==> src/sv/ptt_pkg.sv <==
// Package for the periodic timer table: command and status codes, sequencer
// states, compare-unit result struct and default sizes. No dependencies.
package ptt_pkg;

    localparam int TABLE_DEPTH_DEF = 16;
    localparam int KEY_BYTES_DEF   = 8;

    localparam int S_DATA_W = 136;  // cmd, task_key, interval_ms, now_ms, padded
    localparam int M_DATA_W = 80;   // status, out_key, slot, entry_count, padded

    typedef enum logic [1:0] {
        CMD_REGISTER   = 2'd0,
        CMD_UNREGISTER = 2'd1,
        CMD_TICK       = 2'd2,
        CMD_QUERY      = 2'd3
    } cmd_t;

    typedef enum logic [3:0] {
        STAT_REGISTERED = 4'd0,
        STAT_DUPLICATE  = 4'd1,
        STAT_FULL       = 4'd2,
        STAT_REMOVED    = 4'd3,
        STAT_NOT_FOUND  = 4'd4,
        STAT_FIRED      = 4'd5,
        STAT_NONE_DUE   = 4'd6,
        STAT_PRESENT    = 4'd7,
        STAT_ABSENT     = 4'd8
    } status_t;

    typedef enum logic [1:0] {
        SEQ_IDLE  = 2'd0,
        SEQ_SCAN  = 2'd1,
        SEQ_SHIFT = 2'd2
    } seq_state_t;

    typedef struct packed {
        logic key_hit;
        logic due;
    } cmp_res_t;

endpackage

==> src/sv/ptt_ram.sv <==
// Generic simple dual-port RAM, one write and one registered read per cycle.
// No dependencies.
module ptt_ram #(
    parameter int WIDTH = 128,
    parameter int DEPTH = 16
) (
    input  logic                                  aclk,
    input  logic                                  wr_en,
    input  logic [((DEPTH > 1) ? $clog2(DEPTH) : 1)-1:0] wr_addr,
    input  logic [WIDTH-1:0]                      wr_data,
    input  logic [((DEPTH > 1) ? $clog2(DEPTH) : 1)-1:0] rd_addr,
    output logic [WIDTH-1:0]                      rd_data
);

    logic [WIDTH-1:0] mem [DEPTH];
    logic [WIDTH-1:0] rd_data_reg;

    always_ff @(posedge aclk) begin
        if (wr_en) begin
            mem[wr_addr] <= wr_data;
        end
        rd_data_reg <= mem[rd_addr];
    end

    assign rd_data = rd_data_reg;

endmodule

==> src/sv/ptt_cmp.sv <==
// Shared compare unit: key match and wrapping due test for one table entry.
// Depends on ptt_pkg.
module ptt_cmp #(
    parameter int KEY_W = 64
) (
    input  logic [KEY_W-1:0]  entry_key,
    input  logic [KEY_W-1:0]  probe_key,
    input  logic [31:0]       now_ms,
    input  logic [31:0]       period,
    input  logic [31:0]       last_fire,
    output ptt_pkg::cmp_res_t res
);

    logic [31:0] elapsed;

    assign elapsed     = now_ms - last_fire;
    assign res.key_hit = (entry_key == probe_key);
    assign res.due     = (elapsed >= period);

endmodule

==> src/sv/periodic_timer_table.sv <==
// Periodic timer table top level: command capture, scan sequencer, output
// register. Depends on ptt_pkg, ptt_ram, ptt_cmp.
//
// One command is taken at a time. Every command walks the table from slot 0
// through one RAM read per cycle while the scan is not held; unregister then
// moves each later entry down one slot, one per cycle, and a tick holds the
// scan while a fired transaction waits on m_tready. A fired result is held
// back until the next due entry or the end of the scan, so that the final
// result of a command always carries tlast. No clearing pass after reset.
module periodic_timer_table #(
    parameter int TABLE_DEPTH = ptt_pkg::TABLE_DEPTH_DEF,
    parameter int KEY_BYTES   = ptt_pkg::KEY_BYTES_DEF
) (
    input  logic                          aclk,
    input  logic                          aresetn,
    input  logic                          s_tvalid,
    output logic                          s_tready,
    // cmd[1:0], task_key[65:2], interval_ms[97:66], now_ms[129:98], zero pad
    input  logic [ptt_pkg::S_DATA_W-1:0]  s_tdata,
    output logic                          m_tvalid,
    input  logic                          m_tready,
    // status[3:0], out_key[67:4], slot[71:68], entry_count[76:72], zero pad
    output logic [ptt_pkg::M_DATA_W-1:0]  m_tdata,
    output logic                          m_tlast
);

    localparam int AW    = (TABLE_DEPTH > 1) ? $clog2(TABLE_DEPTH) : 1;
    localparam int CW    = $clog2(TABLE_DEPTH + 1);
    localparam int KEY_W = KEY_BYTES * 8;
    localparam int ENT_W = KEY_W + 64;

    ptt_pkg::seq_state_t state_reg, state_next;
    ptt_pkg::cmd_t       cmd_reg, cmd_next;
    logic [KEY_W-1:0]    key_reg, key_next;
    logic [31:0]         interval_reg, interval_next;
    logic [31:0]         now_reg, now_next;
    logic [CW-1:0]       count_reg, count_next;
    logic [CW-1:0]       idx_reg, idx_next;
    logic [3:0]          pos_reg, pos_next;
    logic                pend_valid_reg, pend_valid_next;
    logic [KEY_W-1:0]    pend_key_reg, pend_key_next;
    logic [3:0]          pend_slot_reg, pend_slot_next;

    logic                m_valid_reg, m_valid_next;
    ptt_pkg::status_t    m_status_reg, m_status_next;
    logic [KEY_W-1:0]    m_key_reg, m_key_next;
    logic [3:0]          m_slot_reg, m_slot_next;
    logic [4:0]          m_count_reg, m_count_next;
    logic                m_last_reg, m_last_next;

    logic                wr_en;
    logic [AW-1:0]       wr_addr;
    logic [ENT_W-1:0]    wr_data;
    logic [ENT_W-1:0]    rd_data;
    logic [KEY_W-1:0]    rd_key;
    logic [31:0]         rd_period;
    logic [31:0]         rd_last_fire;
    ptt_pkg::cmp_res_t   cmp_res;

    logic                out_free;
    logic                at_end;
    logic                finish;
    logic                to_shift;
    logic [CW-1:0]       count_inc;
    logic [CW-1:0]       count_dec;
    logic [CW+3:0]       idx_ext;
    logic [CW+3:0]       count_slot_ext;
    logic [CW+4:0]       count_ext;
    logic [CW+4:0]       count_inc_ext;
    logic [CW+4:0]       count_dec_ext;
    logic [63:0]         out_key_w;

    assign rd_key       = rd_data[KEY_W-1:0];
    assign rd_period    = rd_data[KEY_W +: 32];
    assign rd_last_fire = rd_data[KEY_W+32 +: 32];

    ptt_ram #(
        .WIDTH(ENT_W),
        .DEPTH(TABLE_DEPTH)
    ) u_ram (
        .aclk   (aclk),
        .wr_en  (wr_en),
        .wr_addr(wr_addr),
        .wr_data(wr_data),
        .rd_addr(idx_next[AW-1:0]),
        .rd_data(rd_data)
    );

    ptt_cmp #(
        .KEY_W(KEY_W)
    ) u_cmp (
        .entry_key(rd_key),
        .probe_key(key_reg),
        .now_ms   (now_reg),
        .period   (rd_period),
        .last_fire(rd_last_fire),
        .res      (cmp_res)
    );

    assign s_tready       = (state_reg == ptt_pkg::SEQ_IDLE);
    assign out_free       = !m_valid_reg || m_tready;
    assign at_end         = (idx_reg == count_reg);
    assign count_inc      = count_reg + CW'(1);
    assign count_dec      = count_reg - CW'(1);
    assign idx_ext        = {4'b0, idx_reg};
    assign count_slot_ext = {4'b0, count_reg};
    assign count_ext      = {5'b0, count_reg};
    assign count_inc_ext  = {5'b0, count_inc};
    assign count_dec_ext  = {5'b0, count_dec};

    // next state
    always_comb begin
        state_next = state_reg;
        case (state_reg)
            ptt_pkg::SEQ_IDLE: begin
                if (s_tvalid) begin
                    state_next = ptt_pkg::SEQ_SCAN;
                end
            end
            ptt_pkg::SEQ_SCAN: begin
                if (finish) begin
                    state_next = ptt_pkg::SEQ_IDLE;
                end else if (to_shift) begin
                    state_next = ptt_pkg::SEQ_SHIFT;
                end
            end
            ptt_pkg::SEQ_SHIFT: begin
                if (finish) begin
                    state_next = ptt_pkg::SEQ_IDLE;
                end
            end
            default: state_next = ptt_pkg::SEQ_IDLE;
        endcase
    end

    // datapath and outputs
    always_comb begin
        cmd_next        = cmd_reg;
        key_next        = key_reg;
        interval_next   = interval_reg;
        now_next        = now_reg;
        count_next      = count_reg;
        idx_next        = idx_reg;
        pos_next        = pos_reg;
        pend_valid_next = pend_valid_reg;
        pend_key_next   = pend_key_reg;
        pend_slot_next  = pend_slot_reg;
        m_valid_next    = m_valid_reg && !m_tready;
        m_status_next   = m_status_reg;
        m_key_next      = m_key_reg;
        m_slot_next     = m_slot_reg;
        m_count_next    = m_count_reg;
        m_last_next     = m_last_reg;
        wr_en           = 1'b0;
        wr_addr         = idx_reg[AW-1:0];
        wr_data         = rd_data;
        finish          = 1'b0;
        to_shift        = 1'b0;

        case (state_reg)
            ptt_pkg::SEQ_IDLE: begin
                if (s_tvalid) begin
                    cmd_next        = ptt_pkg::cmd_t'(s_tdata[1:0]);
                    key_next        = s_tdata[2 +: KEY_W];
                    interval_next   = s_tdata[97:66];
                    now_next        = s_tdata[129:98];
                    idx_next        = '0;
                    pend_valid_next = 1'b0;
                end
            end

            ptt_pkg::SEQ_SCAN: begin
                case (cmd_reg)
                    ptt_pkg::CMD_TICK: begin
                        if (at_end) begin
                            if (out_free) begin
                                m_valid_next    = 1'b1;
                                m_last_next     = 1'b1;
                                m_count_next    = count_ext[4:0];
                                pend_valid_next = 1'b0;
                                finish          = 1'b1;
                                if (pend_valid_reg) begin
                                    m_status_next = ptt_pkg::STAT_FIRED;
                                    m_key_next    = pend_key_reg;
                                    m_slot_next   = pend_slot_reg;
                                end else begin
                                    m_status_next = ptt_pkg::STAT_NONE_DUE;
                                    m_key_next    = '0;
                                    m_slot_next   = '0;
                                end
                            end
                        end else if (cmp_res.due) begin
                            if (!pend_valid_reg || out_free) begin
                                if (pend_valid_reg) begin
                                    m_valid_next  = 1'b1;
                                    m_last_next   = 1'b0;
                                    m_status_next = ptt_pkg::STAT_FIRED;
                                    m_key_next    = pend_key_reg;
                                    m_slot_next   = pend_slot_reg;
                                    m_count_next  = count_ext[4:0];
                                end
                                pend_valid_next = 1'b1;
                                pend_key_next   = rd_key;
                                pend_slot_next  = idx_ext[3:0];
                                wr_en           = 1'b1;
                                wr_data         = {now_reg, rd_period, rd_key};
                                idx_next        = idx_reg + CW'(1);
                            end
                        end else begin
                            idx_next = idx_reg + CW'(1);
                        end
                    end

                    ptt_pkg::CMD_REGISTER: begin
                        if (at_end) begin
                            if (out_free) begin
                                m_valid_next = 1'b1;
                                m_last_next  = 1'b1;
                                m_key_next   = key_reg;
                                finish       = 1'b1;
                                if (count_reg == CW'(TABLE_DEPTH)) begin
                                    m_status_next = ptt_pkg::STAT_FULL;
                                    m_slot_next   = '0;
                                    m_count_next  = count_ext[4:0];
                                end else begin
                                    wr_en         = 1'b1;
                                    wr_addr       = count_reg[AW-1:0];
                                    wr_data       = {now_reg, interval_reg, key_reg};
                                    count_next    = count_inc;
                                    m_status_next = ptt_pkg::STAT_REGISTERED;
                                    m_slot_next   = count_slot_ext[3:0];
                                    m_count_next  = count_inc_ext[4:0];
                                end
                            end
                        end else if (cmp_res.key_hit) begin
                            if (out_free) begin
                                m_valid_next  = 1'b1;
                                m_last_next   = 1'b1;
                                m_key_next    = key_reg;
                                m_status_next = ptt_pkg::STAT_DUPLICATE;
                                m_slot_next   = idx_ext[3:0];
                                m_count_next  = count_ext[4:0];
                                finish        = 1'b1;
                            end
                        end else begin
                            idx_next = idx_reg + CW'(1);
                        end
                    end

                    ptt_pkg::CMD_UNREGISTER: begin
                        if (at_end) begin
                            if (out_free) begin
                                m_valid_next  = 1'b1;
                                m_last_next   = 1'b1;
                                m_key_next    = key_reg;
                                m_status_next = ptt_pkg::STAT_NOT_FOUND;
                                m_slot_next   = '0;
                                m_count_next  = count_ext[4:0];
                                finish        = 1'b1;
                            end
                        end else if (cmp_res.key_hit) begin
                            pos_next = idx_ext[3:0];
                            idx_next = idx_reg + CW'(1);
                            to_shift = 1'b1;
                        end else begin
                            idx_next = idx_reg + CW'(1);
                        end
                    end

                    ptt_pkg::CMD_QUERY: begin
                        if (at_end || cmp_res.key_hit) begin
                            if (out_free) begin
                                m_valid_next = 1'b1;
                                m_last_next  = 1'b1;
                                m_key_next   = key_reg;
                                m_count_next = count_ext[4:0];
                                finish       = 1'b1;
                                if (at_end) begin
                                    m_status_next = ptt_pkg::STAT_ABSENT;
                                    m_slot_next   = '0;
                                end else begin
                                    m_status_next = ptt_pkg::STAT_PRESENT;
                                    m_slot_next   = idx_ext[3:0];
                                end
                            end
                        end else begin
                            idx_next = idx_reg + CW'(1);
                        end
                    end

                    default: finish = 1'b1;
                endcase
            end

            ptt_pkg::SEQ_SHIFT: begin
                if (at_end) begin
                    if (out_free) begin
                        count_next    = count_dec;
                        m_valid_next  = 1'b1;
                        m_last_next   = 1'b1;
                        m_key_next    = key_reg;
                        m_status_next = ptt_pkg::STAT_REMOVED;
                        m_slot_next   = pos_reg;
                        m_count_next  = count_dec_ext[4:0];
                        finish        = 1'b1;
                    end
                end else begin
                    // move entry idx down one slot
                    wr_en    = 1'b1;
                    wr_addr  = idx_reg[AW-1:0] - AW'(1);
                    wr_data  = rd_data;
                    idx_next = idx_reg + CW'(1);
                end
            end

            default: finish = 1'b1;
        endcase
    end

    always_ff @(posedge aclk) begin
        if (!aresetn) begin
            state_reg      <= ptt_pkg::SEQ_IDLE;
            count_reg      <= '0;
            idx_reg        <= '0;
            pend_valid_reg <= 1'b0;
            m_valid_reg    <= 1'b0;
        end else begin
            state_reg      <= state_next;
            count_reg      <= count_next;
            idx_reg        <= idx_next;
            pend_valid_reg <= pend_valid_next;
            m_valid_reg    <= m_valid_next;
        end
    end

    always_ff @(posedge aclk) begin
        cmd_reg       <= cmd_next;
        key_reg       <= key_next;
        interval_reg  <= interval_next;
        now_reg       <= now_next;
        pos_reg       <= pos_next;
        pend_key_reg  <= pend_key_next;
        pend_slot_reg <= pend_slot_next;
        m_status_reg  <= m_status_next;
        m_key_reg     <= m_key_next;
        m_slot_reg    <= m_slot_next;
        m_count_reg   <= m_count_next;
        m_last_reg    <= m_last_next;
    end

    always_comb begin
        out_key_w              = '0;
        out_key_w[KEY_W-1:0]   = m_key_reg;
    end

    assign m_tvalid = m_valid_reg;
    assign m_tlast  = m_last_reg;
    assign m_tdata  = {3'b0, m_count_reg, m_slot_reg, out_key_w, m_status_reg};

    a_count_bound: assert property (@(posedge aclk) disable iff (!aresetn)
        count_reg <= CW'(TABLE_DEPTH))
        else $error("timer count above table depth");

    a_idle_no_pending: assert property (@(posedge aclk) disable iff (!aresetn)
        s_tready |-> !pend_valid_reg)
        else $error("held fired result left behind at end of tick");

    a_none_due_last: assert property (@(posedge aclk) disable iff (!aresetn)
        (m_valid_reg && m_status_reg == ptt_pkg::STAT_NONE_DUE) |-> m_last_reg)
        else $error("none-due result without tlast");

    a_shift_cmd: assert property (@(posedge aclk) disable iff (!aresetn)
        (state_reg == ptt_pkg::SEQ_SHIFT) |-> (cmd_reg == ptt_pkg::CMD_UNREGISTER))
        else $error("table shift outside unregister");

endmodule
==> config.mk <==
export PLATFORM = sky130hd
export DESIGN_NAME = periodic_timer_table
export DESIGN_NICKNAME = d
export VERILOG_FILES = /design/src/sv/ptt_pkg.sv /design/src/sv/ptt_ram.sv /design/src/sv/ptt_cmp.sv /design/src/sv/periodic_timer_table.sv
export SDC_FILE = /design/constraint.sdc
export NUM_CORES = 2
export LEC_CHECK = 0
export BUFFER_PORTS_ARGS = -buffer_cell sky130_fd_sc_hd__buf_2
export CAP_MARGIN = 20
export CORE_MARGIN = 2
export CORE_UTILIZATION = 40
export CTS_BUF_LIST = sky130_fd_sc_hd__clkbuf_8
export CTS_CLUSTER_DIAMETER = 40
export DETAILED_ROUTE_END_ITERATION = 10
export GPL_TIMING_DRIVEN = 1
export PLACE_DENSITY = 0.51
export SYNTH_ARGS = -nofsm -noshare
export SYNTH_HDL_FRONTEND = slang
export SYNTH_SLANG_ARGS = --single-unit
==> constraint.sdc <==
create_clock -name aclk -period 20.3 [get_ports aclk]
set_input_delay 3.045 -clock aclk [delete_from_list [all_inputs] [get_ports aclk]]
set_output_delay 3.045 -clock aclk [all_outputs]
set_load 0.01 [all_outputs]
==> results.md <==
Status:
- The run finished with clean final reports.

Final layout:
- The most frequent standard cell in the layout excluding fill and tap cells is edfxtp_1.
- The flip-flop count of the largest register, all copies and words added is just over 2k.
- Relative to the synthesized area, the layout overhead comes to 14.3%.
- The final cell count without fillers is 9174.
- Leaving out fill and tap cells, the most frequent cells in the layout are 2328 x edfxtp_1, 496 x clkbuf_8, 383 x mux4_2.
- The post-route netlist has a little under a quarter of its cells at a drive strength greater than 1.
- The number of nets in the final layout is ~5.9k.
- After routing the design area is about 110000 sq um.
- The filler cell count is about 21k.

Pwr:
- The clock network fraction of total power is between 40% and 50%.
- VDD sags by at most 0.0000572 V.
- Registers are responsible for 52.6% of the overall power.
- Summed over all cells, the static leakage comes to roughly 37 nW.
- The internal portion of the total power is about 8.4 mW.
- The overall power after layout is approximately 11 mW.
- Dividing total power by cell area gives a power density of between 90 and 100 nW/um^2.
- For this design the total switching power over the nets is ~2.5 mW.
- Of the total power, the share spent switching nets is 22.8%.
- The share of total power dissipated in combinational logic is under 10%.

Global route:
- Summed over all layers, the global routing overflow is 0.
- The number of global-route vias before repair was roughly 52k.
- The first global-routing pass estimated around 380 mm of wire.
- The initial antenna violation count was 14.
- In the global route stage, overall resource usage came out at 21.9%.
- Entering global routing, the biggest net connects between 100 and 150 pins.

Drt:
- The wire length per cell is 29.5 um.
- Summed over all layers, the routed wires come to around 270 mm.
- The first detailed-routing pass ran for 6 iterations.
- The routed layout has roughly 52k vias.
- For this block, the initial DRC count from the detailed router was between 5k and 6k.
- For this run, design rule violations remaining after detail routing come to 0.
- The post-detailed-route via-to-cell ratio is approximately 5.7.
- The final antenna-violating net count is 0.

Timing:
- The hold violation count in the final report was 0.
- Between clock sinks in the finished design, the worst skew comes to 0.117 ns.
- The measured slew at the worst slew-check pin is about 1.2 ns.
- The part of the cycle the worst path needs is between 50 and 60%.
- Setup repair after global routing left no endpoint under its margin.
- Derived from the worst setup path, the maximum achievable clock frequency is 88.5 MHz.
- In this run the tightest slew margin relative to its limit is between 20% and 30%.
- The worst hold slack is between 0.4 and 0.5 ns.
- The final max-slew violation count came to 0.
- The accumulated negative setup slack is 0 ns.
- The clock period could shrink to approximately 11 ns.
- Setup violations remaining at the end of the flow were counted as 0.

Logic synthesis:
- After synthesis, flip-flops and latches occupy about three quarters of the total area.
- The top flip-flop cell by instance count after synthesis is edfxtp_1.
- Synthesis instantiated 78 different standard cells from the library.
- Counting flops with an async set or reset pin after synthesis yields a share of 0%.
- In the synthesized netlist, the number of instances is between 5k and 6k.
- In this run the biggest area consumer among cell types represents about 73% of the synthesized area.
- The number of synthesis warnings is 0.
- After synthesis, the cell types taking the most area are edfxtp_1 73%, mux4_2 9.0%, dfxtp_1 3.0%, a22oi_1 2.9%, mux2i_1 1.6%.
- The number of flops mapped to enable cells by yosys is 2328.
- Counting flops and latches in the post-synthesis netlist gives between 2k and 2.5k.
- The most area-hungry cell type in the Yosys netlist is edfxtp_1.
- In this run the cell area of the synthesized design comes to 96000 sq um.
- The average size of a mapped cell is around 19 sq um.

Clock network:
- TritonCTS built the clock tree.
- The number of buffers created by CTS is around 440.
- CTS saw approximately 2.5k sinks.
- The clock reaches the later pin of the worst-skew pair after approximately 1.1 ns.
- The H-tree depth is 5.
- The root buffer cell is clkbuf_8.
- Buffers inserted to repair hold after CTS numbered 0.
- Once the clock tree was built, the setup fixing pass inserted 0 buffers.
- Gates resized during post-CTS repair numbered 0.
- The buffer levels on the longest clock path is 4.
- After clock tree synthesis, the clock-pin slew on the worst setup and hold paths is 0.06 ns.

Critical path:
- The cell at the slowest stage of the critical path is buf_4.
- The maximum fanout along the worst path is 47.
- The endpoint kind of the worst setup timing path is a register.
- At the worst endpoint, the arrival time is between 10 and 15 ns.
- The worst setup path is of the register to register kind.
- The library cell appearing most often on the critical path is buf_4.
- The required arrival time at the worst endpoint is ~21 ns.
- The worst setup path is launched from a register.
- On the worst path, the slowest cell contributes a delay of around 0.95 ns.

Placement:
- In this run the cell area measured after placement is just over 100000 sq um.
- The wire-length estimate of the detail-placed layout is 146 mm.
- The congestion estimate from routability-driven global placement came to between 0.8 and 0.9.
- Once placement completed, the tool counted placed cells totaling about 8.4k.
- The count of port buffers added during placement is approximately 210.

Min path:
- The classification of the worst-slack hold path is register to register.

Die:
- The die is 494 um wide.
- The I/O pin total is 223.
- The area of the die is ~240000 sq um.
- For this configuration, the core starts out at a cell density of about two fifths.
- The initialized floorplan defines 179 standard-cell rows.
- The core region is 238000 sq um.
- The overall die height is between 400 and 500 um.

Job:
- The max-cap violation count is 0.
through the flow:
stage	setup WS (ns)	utilization, %
after floorplan	2.05	-
after CTS	9.03	46.0
after detailed placement	9.16	42.3
after global placement	9.17	42.3
after global routing	8.44	46.0
final	9.01	46.0
metal layers:
layer	part of all wire, %	routed length, um	vias to the layer above	global-route usage [%]
met5	0.018	50	-	0
met3	6.2	16700	386	3.47
met2	47	127000	1896	34.1
met4	1.7	4690	8	4.76
met1	45	123000	27700	32.4
li1	-	-	22100	-
logic make-up after synthesis:
group / after synthesis / share of synthesized area (%)
simple gates: 698 / 3.21
buf+inv: 379 / 1.78
compound gates: 904 / 6.66
fa+ha+maj: 78 / 1.02
other cells: 1 / 0.00391
mux: 533 / 10.6
flops: 2470 / 75.8
xor+xnor: 103 / 0.940
area by class of cell:
| class | count | area (sq um) | share of cell area [%] |
|---|---|---|---|
| Sequential cell | 2470 | 72700 | 66.3 |
| Multi-Input combinational cell | 2319 | 21800 | 19.9 |
| Clock buffer | 496 | 6830 | 6.23 |
| Tap cell | 3167 | 3960 | 3.61 |
| Clock inverter | 310 | 2000 | 1.82 |
| Timing Repair Buffer | 326 | 1990 | 1.81 |
| Inverter | 82 | 308 | 0.281 |
| Antenna cell | 4 | 10.0 | 0.00913 |
worst max-delay path: cells and delay by family, from the launching register on:
| kind | cells | cell delay, ns |
|---|---|---|
| AOI/OAI and AO/OA | 10 | 2.89 |
| xor gates and xnor gates | 1 | 0.21 |
| adders and majority gates | 3 | 0.90 |
| buffers and inverters | 6 | 3.07 |
| DFF | 1 | 0.39 |
| and+or+nand+nor | 11 | 3.22 |
cell usage after synthesis (all sizes together), types with 5 or more instances:
cell and count:
edfxtp 2328, mux4 383, a22oi 366, nand2 359
buf 170, mux2i 149, dfxtp 142, a22o 132
clkbuf 127, a21oi 124, o21ai 113, nand3 112
nor2 99, inv 82, xor2 81, ha 77
o22ai 47, nor3 40, xnor2 22, a32oi 20
nor4 20, a21o 15, a31oi 14, a211oi 12
nand2b 12, nor2b 11, o221ai 11, nand4 10
and2 8, o211ai 8, a2111oi 6, o21a 6
or2 6, or3 6, and3 5
power groups by stage:
stage | combinational [mW] | sequential, mW | clock [mW]
final | 0.547 | 5.73 | 4.61
after global routing | 0.596 | 5.73 | 4.94
after CTS | 0.552 | 5.73 | 4.71
after detailed placement | 0.550 | 5.84 | 0
after global placement | 0.540 | 5.83 | 0
after floorplan | 0.341 | 5.81 | 0
worst paths after layout:
check	start	end	slack [ns]	depth (start not counted)
worst max-delay path	now_reg[0]$_DFFE_PP_	u_ram.mem[5][106]$_DFFE_PP_	9.01	31
worst max register to register	now_reg[0]$_DFFE_PP_	u_ram.mem[5][106]$_DFFE_PP_	9.01	31
worst min register to register	u_ram.rd_data[44]$_DFF_P_	pend_key_reg[44]$_DFFE_PP_	0.44	0
worst min-delay path	u_ram.rd_data[44]$_DFF_P_	pend_key_reg[44]$_DFFE_PP_	0.44	0
Note: power is estimated with default switching activity, not from simulation.
